### config.mk
export PLATFORM = sky130hd
export DESIGN_NAME = tcw_engine
export DESIGN_NICKNAME = d
export VERILOG_FILES = /design/src/rtl/tcw_pkg.sv /design/src/rtl/tcw_engine.sv
export SDC_FILE = /design/constraint.sdc
export NUM_CORES = 1
export LEC_CHECK = 0
export BUFFER_PORTS_ARGS = -buffer_cell sky130_fd_sc_hd__buf_2
export CAP_MARGIN = 20
export CORE_AREA = 2 2 97 170
export DETAILED_ROUTE_END_ITERATION = 10
export DIE_AREA = 0 0 99 172
export HOLD_SLACK_MARGIN = 0.03
export SYNTH_ARGS = -nofsm -noshare
export SYNTH_HDL_FRONTEND = slang
export SYNTH_SLANG_ARGS = --single-unit
### constraint.sdc
create_clock -name clk -period 4.1 [get_ports clk]
set_input_delay 0.615 -clock clk [delete_from_list [all_inputs] [get_ports clk]]
set_output_delay 0.615 -clock clk [all_outputs]
set_load 0.05 [all_outputs]
### src/rtl/tcw_pkg.sv
// ----------------------------------------------------------------------------
// tcw_pkg
// Shared types and constants for the text console writer.
// ----------------------------------------------------------------------------
package tcw_pkg;

    localparam int DEF_COLUMNS = 80;
    localparam int DEF_ROWS    = 25;

    localparam int CELL_W = 16;

    localparam logic [7:0] NEWLINE_CODE = 8'h0A;
    localparam logic [7:0] SPACE_CODE   = 8'h20;
    localparam logic [3:0] RESET_FORE   = 4'd7;
    localparam logic [3:0] RESET_BACK   = 4'd0;

    localparam logic [CELL_W-1:0] RESET_CELL = {RESET_BACK, RESET_FORE, SPACE_CODE};

    localparam logic [1:0] MODE_PUT  = 2'd0;
    localparam logic [1:0] MODE_SET  = 2'd1;
    localparam logic [1:0] MODE_READ = 2'd2;

    localparam logic REG_FORE = 1'b0;
    localparam logic REG_BACK = 1'b1;

    typedef struct packed {
        logic [3:0] fore;
        logic [3:0] back;
    } cfg_t;

    typedef enum logic [1:0] {
        ST_CLEAR,
        ST_IDLE,
        ST_READ,
        ST_BLANK
    } state_t;

endpackage

### src/rtl/tcw_engine.sv
// ----------------------------------------------------------------------------
// tcw_engine
// Sequencer for the console: cursor and scroll offset, screen memory
// accesses, clearing and row blanking sweeps, and the result register.
// ----------------------------------------------------------------------------
module tcw_engine #(
    parameter int COLUMNS = 80,
    parameter int ROWS    = 25,
    parameter int CW      = $clog2(COLUMNS),
    parameter int RW      = $clog2(ROWS)
) (
    input  logic                    clk,
    input  logic                    rst_n,
    input  tcw_pkg::cfg_t           cfg,
    input  logic                    in_valid,
    output logic                    in_ready,
    input  logic [1:0]              mode,
    input  logic [7:0]              char_code,
    input  logic [6:0]              column,
    input  logic [4:0]              row,
    output logic                    out_valid,
    input  logic                    out_ready,
    output logic [7:0]              cell_char,
    output logic [3:0]              cell_fore,
    output logic [3:0]              cell_back,
    output logic [6:0]              cursor_column,
    output logic [4:0]              cursor_row,
    output logic                    scrolled,
    output logic                    ram_we,
    output logic [RW+CW-1:0]        ram_waddr,
    output logic [tcw_pkg::CELL_W-1:0] ram_wdata,
    output logic [RW+CW-1:0]        ram_raddr,
    input  logic [tcw_pkg::CELL_W-1:0] ram_rdata
);

    import tcw_pkg::*;

    localparam logic [CW-1:0] LAST_COL = CW'(COLUMNS - 1);
    localparam logic [RW-1:0] LAST_ROW = RW'(ROWS - 1);

    state_t            state_reg, state_next;
    logic [CW-1:0]     cur_col_reg, cur_col_next;
    logic [RW-1:0]     cur_row_reg, cur_row_next;
    logic [RW-1:0]     top_reg, top_next;
    logic [CW-1:0]     sweep_col_reg, sweep_col_next;
    logic [RW-1:0]     sweep_row_reg, sweep_row_next;
    logic [CELL_W-1:0] blank_cell_reg, blank_cell_next;
    logic              out_valid_reg, out_valid_next;
    logic [7:0]        cell_char_reg, cell_char_next;
    logic [3:0]        cell_fore_reg, cell_fore_next;
    logic [3:0]        cell_back_reg, cell_back_next;
    logic [6:0]        cursor_column_reg, cursor_column_next;
    logic [4:0]        cursor_row_reg, cursor_row_next;
    logic              scrolled_reg, scrolled_next;

    logic              accept;
    logic [CW-1:0]     col_clamped;
    logic [RW-1:0]     row_clamped;
    logic [5:0]        row_ext;

    function automatic logic [RW-1:0] phys_row(input logic [RW-1:0] top,
                                               input logic [RW-1:0] r);
        logic [RW:0] sum;
        sum = {1'b0, top} + {1'b0, r};
        if (sum >= (RW+1)'(ROWS))
        begin
            sum = sum - (RW+1)'(ROWS);
        end
        return sum[RW-1:0];
    endfunction

    assign in_ready = (state_reg == ST_IDLE) && (!out_valid_reg || out_ready);
    assign accept   = in_valid && in_ready;

    assign row_ext     = 6'(row);
    assign col_clamped = ({1'b0, column} >= 8'(COLUMNS)) ? LAST_COL : column[CW-1:0];
    assign row_clamped = ({2'b0, row} >= 7'(ROWS)) ? LAST_ROW : row_ext[RW-1:0];

    always_ff @(posedge clk or negedge rst_n)
    begin
        if (!rst_n)
        begin
            state_reg     <= ST_CLEAR;
            cur_col_reg   <= '0;
            cur_row_reg   <= '0;
            top_reg       <= '0;
            sweep_col_reg <= '0;
            sweep_row_reg <= '0;
            out_valid_reg <= 1'b0;
        end
        else
        begin
            state_reg     <= state_next;
            cur_col_reg   <= cur_col_next;
            cur_row_reg   <= cur_row_next;
            top_reg       <= top_next;
            sweep_col_reg <= sweep_col_next;
            sweep_row_reg <= sweep_row_next;
            out_valid_reg <= out_valid_next;
        end
    end

    always_ff @(posedge clk)
    begin
        blank_cell_reg    <= blank_cell_next;
        cell_char_reg     <= cell_char_next;
        cell_fore_reg     <= cell_fore_next;
        cell_back_reg     <= cell_back_next;
        cursor_column_reg <= cursor_column_next;
        cursor_row_reg    <= cursor_row_next;
        scrolled_reg      <= scrolled_next;
    end

    always_comb
    begin
        logic wrap;
        state_next         = state_reg;
        cur_col_next       = cur_col_reg;
        cur_row_next       = cur_row_reg;
        top_next           = top_reg;
        sweep_col_next     = sweep_col_reg;
        sweep_row_next     = sweep_row_reg;
        blank_cell_next    = blank_cell_reg;
        out_valid_next     = out_valid_reg && !out_ready;
        cell_char_next     = cell_char_reg;
        cell_fore_next     = cell_fore_reg;
        cell_back_next     = cell_back_reg;
        cursor_column_next = cursor_column_reg;
        cursor_row_next    = cursor_row_reg;
        scrolled_next      = scrolled_reg;
        ram_we             = 1'b0;
        ram_waddr          = '0;
        ram_wdata          = '0;
        ram_raddr          = {phys_row(top_reg, row_clamped), col_clamped};
        wrap               = 1'b0;

        unique case (state_reg)
            ST_CLEAR:
            begin
                ram_we    = 1'b1;
                ram_waddr = {sweep_row_reg, sweep_col_reg};
                ram_wdata = RESET_CELL;
                if (sweep_col_reg == LAST_COL)
                begin
                    sweep_col_next = '0;
                    if (sweep_row_reg == LAST_ROW)
                    begin
                        sweep_row_next = '0;
                        state_next     = ST_IDLE;
                    end
                    else
                    begin
                        sweep_row_next = sweep_row_reg + 1'b1;
                    end
                end
                else
                begin
                    sweep_col_next = sweep_col_reg + 1'b1;
                end
            end

            ST_IDLE:
            begin
                if (accept)
                begin
                    cell_char_next = '0;
                    cell_fore_next = '0;
                    cell_back_next = '0;
                    scrolled_next  = 1'b0;
                    out_valid_next = 1'b1;
                    case (mode)
                        MODE_PUT:
                        begin
                            if (char_code == NEWLINE_CODE)
                            begin
                                wrap = 1'b1;
                            end
                            else
                            begin
                                ram_we    = 1'b1;
                                ram_waddr = {phys_row(top_reg, cur_row_reg), cur_col_reg};
                                ram_wdata = {cfg.back, cfg.fore, char_code};
                                wrap      = (cur_col_reg == LAST_COL);
                            end
                            if (wrap)
                            begin
                                cur_col_next = '0;
                                if (cur_row_reg == LAST_ROW)
                                begin
                                    // The old top row becomes the new bottom row.
                                    top_next        = (top_reg == LAST_ROW) ? '0
                                                                            : top_reg + 1'b1;
                                    sweep_row_next  = top_reg;
                                    sweep_col_next  = '0;
                                    blank_cell_next = {cfg.back, cfg.fore, SPACE_CODE};
                                    scrolled_next   = 1'b1;
                                    state_next      = ST_BLANK;
                                end
                                else
                                begin
                                    cur_row_next = cur_row_reg + 1'b1;
                                end
                            end
                            else
                            begin
                                cur_col_next = cur_col_reg + 1'b1;
                            end
                        end
                        MODE_SET:
                        begin
                            cur_col_next = col_clamped;
                            cur_row_next = row_clamped;
                        end
                        MODE_READ:
                        begin
                            out_valid_next = 1'b0;
                            state_next     = ST_READ;
                        end
                        default:
                        begin
                        end
                    endcase
                    cursor_column_next = 7'(cur_col_next);
                    cursor_row_next    = 5'(cur_row_next);
                end
            end

            ST_READ:
            begin
                out_valid_next = 1'b1;
                cell_char_next = ram_rdata[7:0];
                cell_fore_next = ram_rdata[11:8];
                cell_back_next = ram_rdata[15:12];
                state_next     = ST_IDLE;
            end

            ST_BLANK:
            begin
                ram_we    = 1'b1;
                ram_waddr = {sweep_row_reg, sweep_col_reg};
                ram_wdata = blank_cell_reg;
                if (sweep_col_reg == LAST_COL)
                begin
                    sweep_col_next = '0;
                    sweep_row_next = '0;
                    state_next     = ST_IDLE;
                end
                else
                begin
                    sweep_col_next = sweep_col_reg + 1'b1;
                end
            end

            default:
            begin
                state_next = ST_IDLE;
            end
        endcase
    end

    assign out_valid     = out_valid_reg;
    assign cell_char     = cell_char_reg;
    assign cell_fore     = cell_fore_reg;
    assign cell_back     = cell_back_reg;
    assign cursor_column = cursor_column_reg;
    assign cursor_row    = cursor_row_reg;
    assign scrolled      = scrolled_reg;

endmodule

**Yosys cells after proc, flatten, opt, wreduce, memory -nomap -nowiden**

Index checks and enable logic that the tools add are counted.

- Register bits after elaboration: 69
- Bits of input ports: 50
- Word-level logic and storage cells: 124

- $add $sub $neg: 9
- Magnitude comparators: 4
- Eq/ne operators: 21
- Multiplexer cells: 57
- Reduce and logical (&&, ||, !) cells: 19

Operators with widths:

| kind | number |
|---|---|
| 2-to-1 mux 5 bit | 13 |
| 2-to-1 mux 7 bit | 7 |
| 2-to-1 mux 16 bit | 3 |
| one-hot mux 16 bit (3 select lines) | 1 |
| 2-to-1 mux 12 bit | 3 |
| one-hot mux 7 bit (2 select lines) | 2 |
| one-hot mux 12 bit (2 select lines) | 1 |
| one-hot mux 4 bit (2 select lines) | 2 |
| one-hot mux 8 bit (2 select lines) | 1 |
| adder 5 x 1 -> 5 bit (second input constant) | 3 |
| == test 5 bit (second input constant) | 3 |
| one-hot mux 5 bit (3 select lines) | 1 |
| adder 7 x 1 -> 7 bit (second input constant) | 2 |
| == test 7 bit (second input constant) | 2 |
| AND reduction 7 bit | 2 |
| adder 5 x 5 -> 6 bit | 2 |
| >= comparator 6 x 5 -> 1 bit (second input constant) | 2 |
| 2-to-1 mux 2 bit | 6 |
| 2-to-1 mux 1 bit | 10 |
| one-hot mux 5 bit (2 select lines) | 1 |
| AND reduction 5 bit | 2 |
| subtractor 5 bit (second input constant) | 2 |
| == test 8 x 4 -> 1 bit (second input constant) | 1 |
| 2-to-1 mux 8 bit | 1 |
| 20 further kinds | 37 |

**Depth between registers and ports, before layout**

Gate-level depths: netlist of the first run.

- Depth in word-level cells: 10
- Gate-level depth with buffers: 9
- Mapped depth without buffers: 9

**Worst setup path before layout of the first run**

No wires, ideal clock.

- Path type: input to output
- From: in row[0]
- To: out ram_raddr[9]
- Arrival: 3.777 ns
- Setup slack: -0.292 ns
- Cell stages on the path: 8
- Path buffers: 0
- Cells stage by stage: a21boi_0 -> ha_1 -> ha_1 -> a21oi_1 -> o2111a_1 -> nor3_1 -> nor2_1 -> o311ai_0

- Longest elaborated chain between the ends: 5

Ends and longest elaborated chain:

| element | line | RTL |
|---|---|---|
| start, declared | tcw_engine.sv:20 | `input logic [4:0] row,` |
| >= comparator 5 bit | tcw_engine.sv:77 | `assign row_clamped = ({2'b0, row} >= 7'(ROWS)) ? LAST_ROW : row_ext[RW-1:0];` |
| 2-to-1 mux 5 bit * | tcw_engine.sv:77 |  |
| adder 5 x 5 -> 6 bit * | tcw_engine.sv:64 | `sum = {1'b0, top} + {1'b0, r};` |
| subtractor 5 bit or >= comparator 6 x 5 -> 1 bit (tied branches) | tcw_engine.sv:67, tcw_engine.sv:65 |  |
| 2-to-1 mux 5 bit * | tcw_engine.sv:65 | `if (sum >= (RW+1)'(ROWS))` |
| end, declared | tcw_engine.sv:32 | `output logic [RW+CW-1:0] ram_raddr,` |

Every way passes the cells marked *; elsewhere a longest branch is shown, timed or not.

**Worst setup path after layout of the first run**

- From: reg cur_row_reg[0]
- To: out ram_waddr[10]

- Longest elaborated chain between the ends: 7

Ends and longest elaborated chain:

| element | line | RTL |
|---|---|---|
| start, declared | tcw_engine.sv:43 | `logic [RW-1:0] cur_row_reg, cur_row_next;` |
| start signal, assigned | tcw_engine.sv:95 | `cur_row_reg <= cur_row_next;` |
| adder 5 x 5 -> 6 bit * | tcw_engine.sv:64 |  |
| subtractor 5 bit or >= comparator 6 x 5 -> 1 bit (tied branches) | tcw_engine.sv:67, tcw_engine.sv:65 |  |
| 2-to-1 mux 5 bit * | tcw_engine.sv:65 |  |
| 2-to-1 mux 12 bit * | tcw_engine.sv:174 | `if (char_code == NEWLINE_CODE)` |
| 2-to-1 mux 12 bit * | tcw_engine.sv:171 | `case (mode)` |
| 2-to-1 mux 12 bit * | tcw_engine.sv:164 | `if (accept)` |
| one-hot mux 12 bit (2 select lines) * | tcw_engine.sv:137 | `unique case (state_reg)` |
| end, declared | tcw_engine.sv:30 | `output logic [RW+CW-1:0] ram_waddr,` |

Marks and branches as above.

==> qor.yml, run 1 <==
status: "completed"
synth_compound_area_share_pct: 20.63
startpoint_type: "flip-flop"
skew_ns: 0.01149
cts.sinks: 69
fin_crit_ns: 3.936
arrival_ns: 3.32
slew_violations: 0
ctsHoldBuffers: 0
setup_viol: 0
clk_latency_ns: 0.33
placed_cells: 793
swShare_pct: 49.50
worstPathRequired_ns: 3.48
met3_usage_pct: 1.900
routed_wl_mm: 13.18
grt_pass1_vias: 4305
dp_hpwl_mm: 10.14
drtPass1Iterations: 5
syn_area_per_cell_um2: 9.360
p_int_mw: 2.043
yosysTopAreaCellShare_pct: 24.08
finalPower_mw: 4.046
final_cells: 809
hp-class: "in2async"
synth_edf_count: 37
post_drt_wl_per_cell_um: 16.29
io_buffer_count: 121
use_met1_pct: 17.73
setup_tns_ns: 0
worstSetupPathType: "reg2out"
netlist_area_um2: 4614
grt_usage_pct: 15.71
clk_pin_slew_ns: 0.07
clockRootBuffer: "clkbuf_16"
p_clk_share_pct: 19.4
cts_buffers: 9
yosysMostFrequentCell: "nor2_1"
busiest_layer: "met2"
die_area_um2: 17030
reg2reg_to: "sweep_row_reg[1]$_DFFE_PN0P_"
grt_use_met2_pct: 29.05
synthTopCellsByCount: "nor2_1 (49), nand2_1 (38), edfxtp_1 (37), dfrtp_1 (32), o21ai_0 (32)"
ys.flop_type: "edfxtp_1"
synthAdderAreaFrac_pct: 7.484
dieHeight_um: 172
multiInputGateArea_um2: 2521
rr_worst_depth: 7
cts.path.max_buffers: 2
reg2reg_slack_ns: 1.64
post-synth-top-area-cell: "edfxtp_1"
grt_max_degree: 33
synthCells: 493
yosysWarningCount: 0
leakage_nw: 2.552
syn_nets: 570
switchingPower_mw: 2.003
antenna_found_initial: 0
crit_path_max_fanout: 9
fmax_mhz: 254.0
p_comb_share_pct: 52.4
nets: 692
grt_setup_unrepaired: "no"
synthMuxAreaShare_pct: 3.471
power.density_nw_per_um2: 705.1
r2r_start: "cur_col_reg[0]$_DFFE_PN0P_"
grt_pass1_wl_mm: 21.56
hold_viol_final: 0
ant_nets: 0
synthSimpleGateAreaFrac_pct: 21.53
design.core.area_um2: 15650
async_flop_share_pct: 46.38
drive_gt1_share_pct: 27.90
drtIter0Drc: 191
worst_pin_slew_ns: 0.7898
fillCellCount: 1533
globalRouteOverflowTotal: 0
drc: 0
cp-end-kind: "output pin"
cts_tree: "built"
area_growth_pct: 24.35
htree_num_levels: 3
synth_xor_area_share_pct: 1.518
vdd_ir_drop_max_uv: 383.5
diodes: 0
top_level_ports: 122
yosys-top-cells-area: "edfxtp_1 (24%), dfrtp_1 (17%), ha_1 (7.0%)"
seq_area_frac_synth_pct: 41.43
synthDistinctLibCells: 68
place.gp.congestion: 0.8480
max_cap_violations: 0
seqPwrFrac_pct: 28.2
slew_headroom_pct: 47.35
period_share_pct: 96.01
vias: 4341
via_per_inst: 5.366
initial_core_util_pct: 29.49
synth_top_family_by_area: "simple AND/OR/NAND/NOR gates"
rows: 61
yosys_register_bits: 69
regArea_um2: 1914
die-width_um: 99
## cells by family after synthesis
kind of cell | Yosys count
mux | 15
buf+inv | 45
fa+ha+maj | 27
xor+xnor | 8
simple gates | 193
compound gates | 136
flops | 69
## worst max-delay path, cell delays in order, from the launching register on
cell and delay, ns:
dfrtp_2 0.44, ha_1 0.22, inv_1 0.06, fa_1 0.57
ha_1 0.18, inv_1 0.04, a311oi_1 0.36, a31oi_1 0.24
or4b_1 0.55, nand3_1 0.08, clkbuf_4 0.23
## what timing repair did
item                                    in CTS  in global routing
endpoints found under the setup margin       0                  1
setup buffers                                0                  0
resized for setup                            0                  3
## per-stage QoR
| step | hold slack [ns] | setup slack, ns | util, % | area, um2 |
|---|---|---|---|---|
| after floorplan | 0.3194 | 0.3007 | - | 4614 |
| after global placement | 0.5347 | 0.4496 | 34.73 | 5434 |
| after detailed placement | 0.5427 | 0.4010 | 34.73 | 5434 |
| after CTS | 0.3857 | 0.1193 | 36.64 | 5733 |
| after global routing | 0.4222 | 0.01557 | 36.67 | 5738 |
| final | 0.3595 | 0.1636 | 36.67 | 5738 |
## final cells by class
type                            instances  share of cell area [%]
Inverter                               29                   1.984
Clock inverter                          7                   1.287
Multi-Input combinational cell        379                   43.94
Timing Repair Buffer                  127                   11.38
Sequential cell                        69                   33.36
Clock buffer                            9                   3.925
Tap cell                              189                   4.121
## metal layers
| layer | vias to the layer above | part of all wire, % |
|---|---|---|
| met1 | 2074 | 39 |
| met3 | 28 | 4.9 |
| met4 | 0 | 2.9 |
| met5 | - | 0 |
| met2 | 173 | 53 |
| li1 | 2066 | - |
## power by group through the flow
| stage | registers, mW | logic, mW | clock network, mW |
|---|---|---|---|
| floorplan | 1.42 | 1.30 | 0 |
| global placement | 1.15 | 2.07 | 0 |
| detailed placement | 1.16 | 2.11 | 0 |
| CTS | 1.14 | 2.11 | 0.809 |
| global route | 1.17 | 2.30 | 0.833 |
| finish | 1.14 | 2.12 | 0.785 |
## worst max-delay path by stage
stage,startpoint,to,slack [ns],cells past startpoint
floorplan,row[0],ram_raddr[9],0.30,8
global placement,row[3],ram_raddr[8],0.45,10
detailed placement,row[3],ram_raddr[8],0.40,10
CTS,cur_row_reg[0]$_DFFE_PN0P_,ram_waddr[10],0.12,10
global route,row[3],ram_raddr[8],0.02,10
finish,cur_row_reg[0]$_DFFE_PN0P_,ram_waddr[10],0.16,10
## placed cells by master, fill, tap and decap left out, types with 3 or more instances in the layout
| cell | instances |
|---|---|
| inv_1 | 26 |
| o21ai_0 | 31 |
| inv_6 | 3 |
| mux2i_1 | 7 |
| ha_1 | 26 |
| nor2b_1 | 5 |
| a31oi_1 | 8 |
| dfrtp_1 | 30 |
| o31ai_1 | 5 |
| buf_4 | 6 |
| nor3_1 | 9 |
| and3_1 | 7 |
| o21ai_1 | 5 |
| nand2b_1 | 9 |
| and2_1 | 27 |
| nor2_1 | 49 |
| xnor2_1 | 6 |
| o211ai_1 | 4 |
| a21o_1 | 5 |
| nand2_1 | 38 |
| nand4_1 | 3 |
| buf_2 | 120 |
| or2_2 | 4 |
| o221ai_1 | 3 |
| nand3_1 | 27 |
| clkbuf_16 | 9 |
| edfxtp_1 | 37 |
| a211oi_1 | 4 |
| mux2_2 | 8 |
| a21oi_1 | 21 |
| a22o_1 | 5 |
| a22oi_1 | 15 |
Note: power is estimated with default switching activity, not from simulation.
==> run 2, diff against run 1 <==
--- a/config.mk
+++ b/config.mk
@@ -7,9 +7,9 @@
 export LEC_CHECK = 0
 export BUFFER_PORTS_ARGS = -buffer_cell sky130_fd_sc_hd__buf_2
 export CAP_MARGIN = 20
-export CORE_AREA = 2 2 97 170
+export CORE_AREA = 2 2 108 152
 export DETAILED_ROUTE_END_ITERATION = 10
-export DIE_AREA = 0 0 99 172
+export DIE_AREA = 0 0 110 154
 export HOLD_SLACK_MARGIN = 0.03
 export SYNTH_ARGS = -nofsm -noshare
 export SYNTH_HDL_FRONTEND = slang
==> run 2 against run 1 <==
  * Core utilization up 0.56 points
  * Routed wire length is 2.7% higher
  * Sequential power hardly changed
  * Cell count rose by 0.87%
  * Critical endpoint unchanged
==> qor.yml, run 2 (synthesis results as in run 1) <==
ant_nets: 0  # unchanged
path_cells: "inv_1 -> fa_1 -> ha_1 -> inv_1 -> a311oi_1 -> a31oi_1 -> or4b_1 -> nand3_1 -> buf_12"
reg2reg_to: "sweep_col_reg[4]$_DFFE_PN0P_"
nets: 692  # unchanged
grt_pass1_vias: 4307  # +0.046%
initial_core_util_pct: 29.82  # +0.33 points
skew_ns: 0.01153  # +0.00004860 ns
fmax_mhz: 258.2  # +1.6%
preCtsSetupSlack_ns: 0.3740  # -0.02703 ns
grt_usage_pct: 16.01  # +0.29 points
dp_hpwl_mm: 10.57  # +4.3%
cp-end-kind: "output pin"
post_drt_wl_per_cell_um: 16.59  # +1.8%
drc: 0  # unchanged
crit_slowest_cell: "fa_1"
top_level_ports: 122  # unchanged
status: "completed"
grt_pass1_wl_mm: 21.11  # -2.1%
power.density_nw_per_um2: 701.3  # -0.54%
die_area_um2: 16940  # -0.52%
worst_path_largest_cell_delay_ns: 0.62  # +0.05 ns
clk_latency_ns: 0.34  # about the same
die-width_um: 110  # +11%
drive_gt1_share_pct: 27.74  # -0.16 points
crit_top_cell: "inv_1"
cts.sinks: 69  # unchanged
cts_buffers: 9  # unchanged
final_cell_mix: "buf_2 (120), nor2_1 (49), nand2_1 (38)"
worstSetupPathType: "reg2out"
cts.path.max_buffers: 2  # unchanged
period_share_pct: 94.46  # -1.6 points
layout_setup_ws_ns: 0.2272  # +0.06359 ns
max_cap_violations: 0  # unchanged
drtPass1Iterations: 4  # -1
crit_family: "adder cells"
via_per_inst: 5.298  # -1.3%
worst_pin_slew_ns: 0.8019  # +0.01213 ns
cp.depth: 9  # -1
hold_viol_final: 0  # unchanged
design.core.area_um2: 15470  # -1.1%
crit_path_max_fanout: 8  # -1
dieHeight_um: 154  # -10%
routed_wl_mm: 13.54  # +2.7%
worstSetupEndpoint: "ram_waddr[10]"
final_common_cell: "buf_2"
slew_violations: 0  # unchanged
vdd_ir_drop_max_uv: 357.6  # -6.7%
clockRootBuffer: "clkbuf_16"
arrival_ns: 3.26  # -0.06 ns
path_buf_inv: 3  # unchanged
drtIter0Drc: 352  # +84%
grt_setup_unrepaired: "no"
fin_crit_ns: 3.873  # -0.06359 ns
io_buffer_count: 121  # unchanged
vias: 4323  # -0.41%
r2r_start: "cur_row_reg[1]$_DFFE_PN0P_"
diodes: 0  # unchanged
setup.worst_path.start: "top_reg[1]$_DFFE_PN0P_"
setup_tns_ns: 0  # unchanged
startpoint_type: "flip-flop"
finalPower_mw: 4.040  # -0.15%
globalRouteOverflowTotal: 0  # unchanged
clk_pin_slew_ns: 0.06  # about the same
cts_tree: "built"
htree_num_levels: 3  # unchanged
area_growth_pct: 24.84
place.gp.congestion: 0.8765  # +3.4%
setup_viol: 0  # unchanged
slew_headroom_pct: 46.34  # -1.0 points
leakage_nw: 2.548  # -0.13%
rows: 54  # -11%
reg2reg_slack_ns: 1.57  # -0.07 ns
antenna_found_initial: 0  # unchanged
worstPathRequired_ns: 3.48  # about the same
hp-class: "in2async"
rr_worst_depth: 9  # +2
grt_max_degree: 33  # unchanged
==> run 2: changes by cell type in the layout (fill, tap and decap cells not counted), sizes merged <==
cell / previous run / this run
buf: 126 / 127
clkinv: 5 / 4
clkinvlp: 1 / 2
inv: 29 / 28
==> run 2: layout make-up <==
class,count,area (um2)
clock inverter,6,71.32
inverter,29,113.9
clock buffer,10,229.0
multi-input combinational,379,2521
fill,1585,9712
sequential,69,1914
timing repair buffer,127,665.6
tap,196,245.2
==> run 2: power breakdown <==
group | switching (mW) | total, mW | internal [mW]
Sequential | 0.194 | 1.15 | 0.953
Combinational | 1.50 | 2.12 | 0.621
Clock | 0.299 | 0.773 | 0.475
Total | 1.99 | 4.04 | 2.05
==> run 2: worst reg2reg max path, cell delays in order, from the launching register on <==
cell and delay, ns:
dfrtp_1 0.43, inv_1 0.20, ha_1 0.19, nand3_1 0.11, nand2b_1 0.21, a2111o_4 0.54
inv_6 0.17, nor2_4 0.10, or2_4 0.27, o31ai_1 0.21
==> run 2: stage by stage <==
stage	hold slack (ns)	cell area, um2	utilization, %	cells
after floorplan	0.3194	4614	-	493
after global placement	0.5495	5458	35.27	800
after detailed placement	0.5394	5458	35.27	800
after CTS	0.3733	5758	37.21	816
after global routing	0.4076	5761	37.23	816
final	0.3596	5761	37.23	816
==> run 2: what timing repair did <==
item                       4_1_cts  5_1_grt
resized for setup                0        2
setup endpoints to repair        0        1
setup buffers                    0        0
hold buffers                     0        0
==> run 2: how the worst min path moves through the flow <==
stage / cells past startpoint / endpoint / slack [ns]
4_1_cts: 1 / cur_col_reg[6]$_DFFE_PN0P_ / 0.37
2_1_floorplan: 0 / cur_col_reg[0]$_DFFE_PN0P_ / 0.32
5_1_grt: 1 / cur_col_reg[6]$_DFFE_PN0P_ / 0.41
6_report: 1 / cur_col_reg[6]$_DFFE_PN0P_ / 0.36
3_5_place_dp: 1 / sweep_col_reg[5]$_DFFE_PN0P_ / 0.54
3_3_place_gp: 1 / sweep_col_reg[5]$_DFFE_PN0P_ / 0.55
==> run 2: per-layer routing <==
metal | part of all wire, % | GRT usage, %
met1 | 40 | 18.58
met2 | 51 | 27.75
met3 | 7.1 | 3.561
met4 | 2.3 | 6.691
met5 | 0 | 0
==> run 3, diff against run 2 <==
--- a/config.mk
+++ b/config.mk
@@ -7,9 +7,9 @@
 export LEC_CHECK = 0
 export BUFFER_PORTS_ARGS = -buffer_cell sky130_fd_sc_hd__buf_2
 export CAP_MARGIN = 20
-export CORE_AREA = 2 2 108 152
+export CORE_AREA = 2 2 92 130
 export DETAILED_ROUTE_END_ITERATION = 10
-export DIE_AREA = 0 0 110 154
+export DIE_AREA = 0 0 94 132
 export HOLD_SLACK_MARGIN = 0.03
 export SYNTH_ARGS = -nofsm -noshare
 export SYNTH_HDL_FRONTEND = slang
==> run 3 against run 2 <==
  * Clock power decreased by 14%
  * Routed wire length decreased by 9.4%
  * Via count decreased by 1.7%
  * Power decreased by 3.1%
  * Global-route usage increased by 3.9 points
  * Sequential share of layout area increased by 0.69 points
  * Clock skew decreased by 0.0057 ns
  * Non-clock buffer count unchanged
  * Maximum frequency increased by 0.84%
  * Clock-buffer cell count increased by 2
  * Largest cell class unchanged
==> qor.yml, run 3 (synthesis results as in run 1) <==
reg2reg_slack_ns: 1.61  # +0.04 ns
setup.worst_path.start: "cur_row_reg[0]$_DFFE_PN0P_"
ant_nets: 0  # unchanged
status: "completed"
initial_core_util_pct: 41.11  # +11 points
cts.path.max_buffers: 2  # unchanged
startpoint_type: "flip-flop"
p_clk_share_pct: 17.0  # -2.1 points
setup_viol: 0  # unchanged
dieHeight_um: 132  # -14%
p_comb_share_pct: 54.0  # +1.5 points
cts_buffers: 9  # unchanged
area_growth_pct: 22.37
cp-end-kind: "output pin"
vias: 4250  # -1.7%
power.density_nw_per_um2: 693.5  # -1.1%
drtPass1Iterations: 4  # unchanged
switchingPower_mw: 1.941  # -2.6%
routed_wl_mm: 12.27  # -9.4%
skew_ns: 0.005827  # -0.005707 ns
dp_hpwl_mm: 9.448  # -11%
setup_tns_ns: 0  # unchanged
hp-class: "in2async"
cts_resized: 0  # unchanged
fillCellCount: 1089  # -31%
final_common_cell: "buf_2"
place_area_um2: 5378  # -1.5%
max_cap_violations: 0  # unchanged
fmax_mhz: 260.4  # +0.84%
grt_setup_unrepaired: "no"
place.gp.congestion: 0.8468  # -3.4%
r2r_start: "cur_col_reg[0]$_DFFE_PN0P_"
vdd_ir_drop_max_uv: 545.0  # +52%
ctsHoldBuffers: 0  # unchanged
worstSetupPathType: "reg2out"
clk_latency_ns: 0.33  # about the same
diodes: 0  # unchanged
hold_viol_final: 0  # unchanged
drc: 0  # unchanged
p_int_mw: 1.975  # -3.6%
cts_setup_buffers: 0  # unchanged
clockRootBuffer: "clkbuf_16"
seqPwrFrac_pct: 29.0  # +0.6 points
final_cell_mix: "buf_2 (121), nor2_1 (49), nand2_1 (38)"
rows: 46  # -15%
cts.sinks: 69  # unchanged
arrival_ns: 3.23  # -0.03 ns
slew_headroom_pct: 48.73  # +2.4 points
cts_tree: "built"
antenna_found_initial: 0  # unchanged
globalRouteOverflowTotal: 0  # unchanged
leakage_nw: 2.531  # -0.69%
swShare_pct: 49.56  # +0.26 points
nets: 692  # unchanged
design.core.area_um2: 11220  # -27%
grt_pass1_wl_mm: 19.65  # -6.9%
period_share_pct: 93.67  # -0.78 points
die-width_um: 94  # -15%
io_buffer_count: 121  # unchanged
clk_pin_slew_ns: 0.05  # about the same
worstPathRequired_ns: 3.48  # about the same
grt_pass1_vias: 4071  # -5.5%
grt_max_degree: 33  # unchanged
fin_crit_ns: 3.841  # -0.03215 ns
post_drt_wl_per_cell_um: 16.06  # -3.2%
htree_num_levels: 3  # unchanged
worst_pin_slew_ns: 0.7691  # -0.03278 ns
drive_gt1_share_pct: 27.42  # -0.32 points
drtIter0Drc: 249  # -29%
finalPower_mw: 3.916  # -3.1%
fin_area_um2: 5647  # -2.0%
crit_path_max_fanout: 9  # +1
grt_usage_pct: 19.87  # +3.9 points
slew_violations: 0  # unchanged
via_per_inst: 5.563  # +5.0%
top_level_ports: 122  # unchanged
die_area_um2: 12410  # -27%
[run 3: cell count changes in the layout (fill, tap and decap cells not counted), sizes merged]
cell	delta
clkbuf	+2
inv	-1
bufinv	-1
clkinvlp	-2
clkinv	+2
[run 3: per-layer routing]
layer	share of wire (%)	track usage, %	wire [um]
met4	2.0	7.005	245
met2	51	34.13	6257
met5	0	0	0
met1	40	24.28	4910
met3	7.0	4.288	858
[run 3: final timing paths]
| path | endpoint | cells after the start |
|---|---|---|
| max | ram_waddr[10] | 10 |
| min | sweep_row_reg[4]$_DFFE_PN0P_ | 1 |
| max reg2reg | sweep_col_reg[5]$_DFFE_PN0P_ | 8 |
| min reg2reg | sweep_col_reg[1]$_DFFE_PN0P_ | 1 |
| max in group asynchronous | cur_row_reg[0]$_DFFE_PN0P_ | 1 |
| min in group clk | blank_cell_reg[10]$_DFFE_PP_ | 1 |
[run 3: through the flow]
stage / setup slack (ns) / util (%) / hold WS [ns] / cells
3_3_place_gp: 0.4505 / 47.92 / 0.5287 / 748
3_5_place_dp: 0.3937 / 47.92 / 0.5351 / 748
4_1_cts: 0.1093 / 50.17 / 0.3810 / 764
2_1_floorplan: 0.3007 / - / 0.3194 / 493
5_1_grt: 0.03171 / 50.31 / 0.4167 / 764
6_report: 0.2594 / 50.31 / 0.3626 / 764
[run 3: cell type report]
class | count | area (um2) | area share, %
inverter | 29 | 113.9 | 2.016
tap | 144 | 180.2 | 3.191
clock inverter | 4 | 16.27 | 0.2881
timing repair buffer | 127 | 650.6 | 11.52
multi-input combinational | 379 | 2534 | 44.87
sequential | 69 | 1916 | 33.92
clock buffer | 12 | 236.5 | 4.188
[run 3: power groups by stage]
stage | Combinational, mW | Sequential, mW | Clock [mW]
after global placement | 2.06 | 1.14 | 0
final | 2.11 | 1.14 | 0.667
after CTS | 2.10 | 1.14 | 0.687
after global routing | 2.29 | 1.16 | 0.716
after detailed placement | 2.10 | 1.15 | 0
after floorplan | 1.30 | 1.42 | 0
[run 3: critical path, stage by stage, from the launching register on]
cell and delay [ns]:
dfrtp_2 0.44, ha_1 0.21, inv_1 0.06, fa_1 0.57, ha_1 0.18, inv_1 0.05
a311oi_2 0.31, a31oi_2 0.19, or4b_1 0.54, nand3_1 0.09, buf_2 0.26
